### src/rtl/nws_ram.sv
module nws_ram #(
  parameter int WIDTH = 8,
  parameter int DEPTH = 16
) (
  input  logic                     clk,
  input  logic                     wr_en,
  input  logic [$clog2(DEPTH)-1:0] wr_addr,
  input  logic [WIDTH-1:0]         wr_data,
  input  logic                     rd_en,
  input  logic [$clog2(DEPTH)-1:0] rd_addr,
  output logic [WIDTH-1:0]         rd_data
);

  logic [WIDTH-1:0] mem [DEPTH];

  always_ff @(posedge clk) begin
    if (wr_en) begin
      mem[wr_addr] <= wr_data;
    end
    if (rd_en) begin
      rd_data <= mem[rd_addr];
    end
  end

endmodule

### config.mk
export PLATFORM = sky130hd
export DESIGN_NAME = nws_ram
export DESIGN_NICKNAME = d
export VERILOG_FILES = /design/src/rtl/nws_ram.sv
export SDC_FILE = /design/constraint.sdc
export NUM_CORES = 1
export LEC_CHECK = 0
export BUFFER_PORTS_ARGS = -buffer_cell sky130_fd_sc_hd__buf_2
export CAP_MARGIN = 20
export CORE_AREA = 3 3 137 152
export CTS_CLUSTER_SIZE = 10
export DETAILED_ROUTE_END_ITERATION = 10
export DIE_AREA = 0 0 140 155
export GPL_ROUTABILITY_DRIVEN = 0
export PLACE_DENSITY = 0.45
export SETUP_SLACK_MARGIN = 0.3
export SYNTH_ARGS = -nofsm -noshare
export SYNTH_HDL_FRONTEND = slang
export SYNTH_SLANG_ARGS = --single-unit
### constraint.sdc
create_clock -name clk -period 2.15 [get_ports clk]
set_input_delay 0.1075 -clock clk [delete_from_list [all_inputs] [get_ports clk]]
set_output_delay 0.1075 -clock clk [all_outputs]
set_load 0.02 [all_outputs]
==> flow_summary.ini, run 1 <==
[sta]
setup_viol = 0
fmax_mhz = 625
final_hold_viol_count = 0
tightest_slew_ns = 0.465
layout_setup_ws_ns = 0.550
period_share_pct = 74.4
maxSlewViolCount = 0
fin_setup_tns_ns = 0
rsz0062_at_grt = no
post-route-min-period_ns = 1.60
slew_headroom_pct = 69.0
clock_skew_ns = 0.00417

[global_routing]
antenna_found_initial = 0
grt_use_total_pct = 11.0
grt_first_pass_wirelength_um = 16800
grt-ovfl-total = 0
grt_pass1_vias = 2578
grt_max_degree = 17

[power]
irDropWorstVdd_mv = 0.552
switchingPower_mw = 1.24
pwr_density_cell_nw_per_um2 = 1010
leakagePower_nw = 2.17
seqPwrFrac_pct = 46.2
p_sw_share_pct = 19.0
p_clk_share_pct = 49.1
p_int_mw = 5.27
combinationalPowerShare_pct = 4.7

[worst_setup_path]
arrival_ns = 1.74
crit_required_ns = 2.29
startpoint_type = flop
crit_fanout = 1
crit_type = flop to flop
setup.worst_path.end_class = flop

[die]
start_util_pct = 27.2
ioPinCount = 27
die-area_um2 = 21700
dieHeight_um = 155
core_um2 = 19200
rows = 53
fp.dieW_um = 140

[finish]
syn2layout_area_growth_pct = 23.6
layout_common_cells = 136 x edfxtp_1, 26 x buf_2, 22 x buf_4, 18 x mux4_2, 17 x clkbuf_16
final_common_cell = edfxtp_1
drive_gt1_share_pct = 33.1
num-nets-final = 308
antenna_cells = 0

[logic_synthesis]
synth_compound_area_share_pct = 2.30
yosys.area_share.adder_pct = 0
synthTopCellsByArea = edfxtp_1 78%, mux4_2 7.8%, mux4_1 7.0%
synth_top_family_by_area = multiplexers
synth_top_area_share_pct = 78.1
synth.cell_area_um2 = 5230
synth-seq-cells = 136
synth_simple_gate_area_share_pct = 3.14
synthXorXnorAreaFrac_pct = 0
synthMuxAreaShare_pct = 14.8
syn_avg_cell_area_um2 = 22.8
yosys.area.top_type = edfxtp_1
synth_cells = 229
yosysWarnings = 0
syn_nets = 248
synth_cell_types = 18
ys_seq_area_share_pct = 78.1

[route]
wl_um = 11200
dr.pass1.iters = 7
final_antenna_net_count = 0
drt_iter0_markers = 126
vias_per_cell = 4.48
vias = 2460
remaining_drc_errors = 0
wl_per_cell_um = 20.3

[clock_tree]
cts_root_buf = clkbuf_16
cts_sinks = 136
cts_tree = done
holdBufCountCts = 0
h-tree-depth = 4
cts_buffers = 17
postCtsSetupBuffers = 0
post_cts_resized = 0
clk_pin_slew_ns = 0.06
cts_buffer_depth = 2
clk_latency_ns = 0.42

[place]
port_buffers = 26
dp_slack_ns = 0.217
hpwl_um = 7290

[outcome]
outcome = finished, final reports clean

[job]
max-cap-violations = 0

[worst_hold_path]
hp-class = input port to flop
## registers in the layout, indices dropped and copies added, names as in the netlist
name,cells
mem,128
rd_data,8
## critical path: stages, from the launching register on
cell and delay (ns):
edfxtp_1 0.36, mux4_2 0.48, a22oi_1 0.32, nand2_1 0.16
## final cells by class
class                      instances  area [um^2]
tap                              247          309
multi-input combinational         83         1060
clock inverter                    15          231
clock buffer                      17          425
sequential                       136         4080
fill                            1831        12800
timing repair buffer              51          355
## power by group through the flow
stage	Combinational [mW]	Clock (mW)	Sequential, mW
after floorplan	0.151	0	3.07
after global placement	0.310	0	3.06
after detailed placement	0.312	0	3.06
after CTS	0.313	3.27	3.01
after global routing	0.334	3.39	3.01
final	0.303	3.20	3.01
## synth_stat cells, drive strengths merged
cell	n
nor3	4
nand3	1
and2b	1
and2	1
edfxtp	136
a22oi	16
clkdlybuf4s25	3
nor2	13
nand2	9
nand3b	2
or3b	1
nor2b	1
mux4	32
buf	7
nand2b	2
## path summary, 6_finish.rpt
check                    endpoint  depth (start not counted)                start  slack (ns)
max          rd_data[7]$_DFFE_PP_                          3  mem[3][7]$_DFFE_PP_        0.55
min          rd_data[2]$_DFFE_PP_                          1                rd_en        0.06
max reg2reg  rd_data[7]$_DFFE_PP_                          3  mem[3][7]$_DFFE_PP_        0.55
min reg2reg  rd_data[2]$_DFFE_PP_                          3  mem[8][2]$_DFFE_PP_        0.76
## per-stage QoR
stage          cell area, um^2  power (mW)  hold slack, ns  util, %  std cells
2_1_floorplan             5230        3.22           0.206        -        229
3_3_place_gp              5810        3.37           0.500     30.2        517
3_5_place_dp              5810        3.37           0.501     30.2        517
4_1_cts                   6460        6.59          0.0567     33.6        549
5_1_grt                   6460        6.74          0.0632     33.6        549
6_report                  6460        6.51          0.0637     33.6        549
## per-layer routing
metal  track usage [%]  share of wire (%)  vias up
li1                  -                  -     1106
met1              14.3                 45     1277
met5                 0                  0        -
met3              2.77                4.2       18
met4              5.17                2.1        0
met2              17.4                 48       59
## cell families after synthesis
logic type | Yosys count
and+or+nand+nor | 35
AOI/OAI and AO/OA | 16
buffers and inverters | 10
muxes | 32
DFF | 136
Note: power is estimated with default switching activity, not from simulation.
==> run 2: changes to the inputs <==
==> constraint.sdc (replaced) <==
create_clock -name clk -period 1.6 [get_ports clk]
set_input_delay 0.08 -clock clk [delete_from_list [all_inputs] [get_ports clk]]
set_output_delay 0.08 -clock clk [all_outputs]
set_load 0.02 [all_outputs]
==> flow_summary.ini, run 2 (same netlist as run 1, synthesis figures left out) <==
[route]
drt_iter0_markers = 221
remaining_drc_errors = 0
wl_um = 11200
wl_per_cell_um = 20.2
final_antenna_net_count = 0
dr.pass1.iters = 4
vias = 2467
vias_per_cell = 4.47

[die]
fp.dieW_um = 140
die-area_um2 = 21700
rows = 53
start_util_pct = 27.2
core_um2 = 19200
dieHeight_um = 155
ioPinCount = 27

[sta]
period_share_pct = 88.6
slew_headroom_pct = 32.0
maxSlewViolCount = 0
setup_viol = 0
clock_skew_ns = 0.0140
tightest_slew_ns = 1.02
fin_setup_tns_ns = 0
fmax_mhz = 706
post-route-min-period_ns = 1.42
final_hold_viol_count = 0
rsz0062_at_grt = yes

[clock_tree]
cts_root_buf = clkbuf_16
cts_tree = done
postCtsSetupBuffers = 0
cts_sinks = 136
h-tree-depth = 4
cts_buffers = 17
cts_buffer_depth = 2
clk_pin_slew_ns = 0.06
holdBufCountCts = 0
clk_latency_ns = 0.41

[worst_setup_path]
critical_path.cell_chain = mux4_2 > a22oi_2 > nand2_1
crit_required_ns = 1.74
crit_type = flop to flop
setup.worst_path.end_class = flop
slowest_stage = mux4_2
crit_path_max_incr_delay_ns = 0.47
crit_fanout = 1
startpoint_type = flop
arrival_ns = 1.56

[global_routing]
grt-ovfl-total = 0
antenna_found_initial = 0
grt_pass1_vias = 2662
grt_use_total_pct = 10.9
grt_first_pass_wirelength_um = 17000
grt_max_degree = 22

[worst_hold_path]
hp-class = input port to flop

[finish]
syn2layout_area_growth_pct = 21.4
instances_no_fill = 552
largest_register_ffs = 128
largestRegisters = mem: 128 flops, rd_data: 8 flops
layout_common_cells = 136 x edfxtp_1, 30 x mux4_2, 26 x buf_2, 25 x buf_4, 17 x clkbuf_16
utilization_pct = 33.0
num-nets-final = 312
design_area_um2 = 6350
final_common_cell = edfxtp_1
drive_gt1_share_pct = 39.3
top_register = mem
antenna_cells = 0

[job]
max-cap-violations = 0

[power]
p_int_mw = 6.14
seqPwrFrac_pct = 52.2
p_clk_share_pct = 42.2
pwr_density_cell_nw_per_um2 = 1220
irDropWorstVdd_mv = 0.559
leakagePower_nw = 2.07
switchingPower_mw = 1.60
combinationalPowerShare_pct = 5.6
p_sw_share_pct = 20.6

[place]
placed_area_um2 = 5820
placed_cells = 521
port_buffers = 26
hpwl_um = 7360

[outcome]
outcome = finished, final reports clean
run 2: worst paths after layout:
| path | from | endpoint | slack (ns) | cells past startpoint |
|---|---|---|---|---|
| hold / removal | wr_data[2] | mem[3][2]$_DFFE_PP_ | 0.06 | 1 |
| setup reg to reg | mem[0][0]$_DFFE_PP_ | rd_data[0]$_DFFE_PP_ | 0.18 | 3 |
| setup / recovery | mem[0][0]$_DFFE_PP_ | rd_data[0]$_DFFE_PP_ | 0.18 | 3 |
| hold reg to reg | mem[14][2]$_DFFE_PP_ | rd_data[2]$_DFFE_PP_ | 0.74 | 3 |
run 2: power groups by stage:
stage | Clock, mW | Sequential (mW) | Combinational, mW
5_1_grt | 3.55 | 4.04 | 0.471
4_1_cts | 3.35 | 4.04 | 0.441
2_1_floorplan | 0 | 4.13 | 0.215
3_5_place_dp | 0 | 4.11 | 0.425
6_report | 3.27 | 4.04 | 0.431
3_3_place_gp | 0 | 4.11 | 0.421
run 2: per-layer routing:
layer,global-route usage [%],routed length (um)
met5,0,0
met4,4.29,104
met3,2.37,464
met2,16.8,5330
met1,15.0,5250
run 2: area by class of cell:
type                            instances  area (um^2)
Clock inverter                         10         57.6
Fill cell                            1847        12900
Tap cell                              247          309
Multi-Input combinational cell         83         1060
Timing Repair Buffer                   55          398
Sequential cell                       136         4080
Clock buffer                           21          440
run 2: metrics by stage:
stage	power, mW	hold slack, ns	setup slack [ns]
after CTS	7.83	0.0446	0.187
final	7.74	0.0561	0.183
after detailed placement	4.54	0.480	-0.0862
after global routing	8.06	0.0588	0.134
after global placement	4.53	0.471	-0.0716
after floorplan	4.34	0.179	0.254
run 2: worst max-delay path, delay by kind of cell (launching register included):
| family | cells | cell delay [ns] |
|---|---|---|
| AO/OA/AOI/OAI | 1 | 0.22 |
| flip-flops | 1 | 0.37 |
| multiplexers | 1 | 0.47 |
| AND/OR/NAND/NOR | 1 | 0.10 |
run 2: timing repair:
action	4_1_cts	5_1_grt
pin swaps	4	2
gates resized for setup	10	1
gates cloned	0	0
setup endpoints to repair	8	8
==> run 3: changes to the inputs <==
--- a/config.mk
+++ b/config.mk
@@ -7,12 +7,14 @@
 export LEC_CHECK = 0
 export BUFFER_PORTS_ARGS = -buffer_cell sky130_fd_sc_hd__buf_2
 export CAP_MARGIN = 20
+export CELL_PAD_IN_SITES_DETAIL_PLACEMENT = 0
+export CELL_PAD_IN_SITES_GLOBAL_PLACEMENT = 1
 export CORE_AREA = 3 3 137 152
 export CTS_CLUSTER_SIZE = 10
 export DETAILED_ROUTE_END_ITERATION = 10
 export DIE_AREA = 0 0 140 155
 export GPL_ROUTABILITY_DRIVEN = 0
-export PLACE_DENSITY = 0.45
+export PLACE_DENSITY = 0.49
 export SETUP_SLACK_MARGIN = 0.3
 export SYNTH_ARGS = -nofsm -noshare
 export SYNTH_HDL_FRONTEND = slang
==> flow_summary.ini, run 3 (same netlist as run 1, synthesis figures left out) <==
[worst_setup_path]
reg2reg_to = rd_data[2]$_DFFE_PP_
crit_cells = 4
setup.worst_path.end_class = flop
critical_path.cell_chain = mux4_2 > a22oi_2 > buf_4 > nand2_2
crit_path_max_incr_delay_ns = 0.48
slowest_stage = mux4_2
crit_type = flop to flop
setup.worst_path.end = rd_data[2]$_DFFE_PP_
ff2ff_setup_slack_ns = 0.10
reg2reg_depth = 4
startpoint_type = flop
crit_buf_inv = 1
crit_required_ns = 1.75
crit_family = multiplexers
startpoint = mem[2][2]$_DFFE_PP_
rr_startpoint = mem[2][2]$_DFFE_PP_
arrival_ns = 1.65
crit_fanout = 1

[sta]
clock_skew_ns = 0.00573
final_hold_viol_count = 0
period_share_pct = 93.7
setup_viol = 0
rsz0062_at_grt = yes
post-route-min-period_ns = 1.50
tightest_slew_ns = 0.995
fmax_mhz = 667
maxSlewViolCount = 0
slew_headroom_pct = 33.5

[power]
irDropWorstVdd_mv = 0.692
combinationalPowerShare_pct = 5.5
seqPwrFrac_pct = 52.9
pwr_density_cell_nw_per_um2 = 1210
p_int_mw = 6.10
p_sw_share_pct = 20.2
p_clk_share_pct = 41.6
total_power_mw = 7.64
switchingPower_mw = 1.54
leakagePower_nw = 2.07

[finish]
largestRegisters = mem: 128 flops, rd_data: 8 flops
top_register = mem
num-nets-final = 311
design_area_um2 = 6300
fill_cells = 1845
drive_gt1_share_pct = 35.1
largest_register_ffs = 128
antenna_cells = 0
syn2layout_area_growth_pct = 20.5
layout_common_cells = 136 x edfxtp_1, 27 x mux4_2, 26 x buf_2, 24 x buf_4, 17 x clkbuf_16
final_common_cell = edfxtp_1

[die]
fp.dieW_um = 140
die-area_um2 = 21700
ioPinCount = 27
rows = 53
core_um2 = 19200
dieHeight_um = 155
start_util_pct = 27.2

[global_routing]
grt-ovfl-total = 0
grt_pass1_vias = 2692
grt_use_total_pct = 11.7
grt_max_degree = 20
antenna_found_initial = 0
grt_first_pass_wirelength_um = 17900

[route]
vias_per_cell = 4.59
wl_um = 11800
vias = 2519
final_antenna_net_count = 0
remaining_drc_errors = 0
dr.pass1.iters = 4
drt_iter0_markers = 216
wl_per_cell_um = 21.5

[clock_tree]
cts_buffers = 17
cts_tree = done
cts_sinks = 136
clk_pin_slew_ns = 0.05
cts_root_buf = clkbuf_16
postCtsSetupBuffers = 0
cts_buffer_depth = 2
clk_latency_ns = 0.41
h-tree-depth = 4

[place]
hpwl_um = 7750
placed_area_um2 = 5810
port_buffers = 26

[outcome]
outcome = finished, final reports clean

[job]
max-cap-violations = 0

[worst_hold_path]
hp-class = input port to flop
==> run 3: cell count changes in the layout (fill, tap and decap cells not counted), sizes merged <==
cell	delta
clkinv	+3
clkinvlp	-4
buf	-1
clkbuf	-1
==> run 3: final cells by class <==
| cell class | count | area, um^2 | share of cell area (%) |
|---|---|---|---|
| Timing Repair Buffer | 54 | 390 | 6.20 |
| Clock buffer | 20 | 437 | 6.93 |
| Sequential cell | 136 | 4080 | 64.8 |
| Clock inverter | 9 | 37.5 | 0.596 |
| Tap cell | 247 | 309 | 4.91 |
| Multi-Input combinational cell | 83 | 1040 | 16.5 |
==> run 3: how the worst min path moves through the flow <==
| stage | startpoint | endpoint | cells after the start |
|---|---|---|---|
| after global placement | wr_data[3] | mem[9][3]$_DFFE_PP_ | 1 |
| after global routing | wr_data[3] | mem[7][3]$_DFFE_PP_ | 1 |
| after floorplan | wr_data[0] | mem[0][0]$_DFFE_PP_ | 0 |
| final | wr_data[3] | mem[1][3]$_DFFE_PP_ | 1 |
| after CTS | wr_data[3] | mem[1][3]$_DFFE_PP_ | 1 |
| after detailed placement | wr_data[3] | mem[11][3]$_DFFE_PP_ | 1 |
==> run 3: repair_timing <==
item,CTS,global route
setup endpoints to repair,8,8
pin swaps,1,0
gates resized for setup,2,1
hold buffers,0,0
==> run 3: power groups by stage <==
stage	registers [mW]	clock network (mW)	logic, mW
final	4.04	3.18	0.421
after global routing	4.04	3.45	0.465
after CTS	4.04	3.27	0.434
after detailed placement	4.11	0	0.430
after global placement	4.11	0	0.427
after floorplan	4.13	0	0.215
==> run 3: stage by stage <==
stage / instances / hold WS [ns] / setup TNS [ns] / utilization [%] / setup WS, ns
6_report: 549 / 0.0429 / 0 / 32.8 / 0.101
5_1_grt: 549 / 0.0404 / 0 / 32.8 / 0.0270
4_1_cts: 549 / 0.0273 / 0 / 32.7 / 0.0952
3_5_place_dp: 520 / 0.465 / -0.213 / 30.2 / -0.0925
3_3_place_gp: 520 / 0.466 / -0.219 / 30.2 / -0.103
2_1_floorplan: 229 / 0.179 / 0 / - / 0.254
==> run 3: per-layer routing <==
layer	global-route usage (%)	vias to the layer above	wire (um)
li1	-	1096	-
met1	16.6	1334	5520
met2	16.9	68	5410
met3	3.66	21	641
met4	4.66	0	249
met5	0	-	0
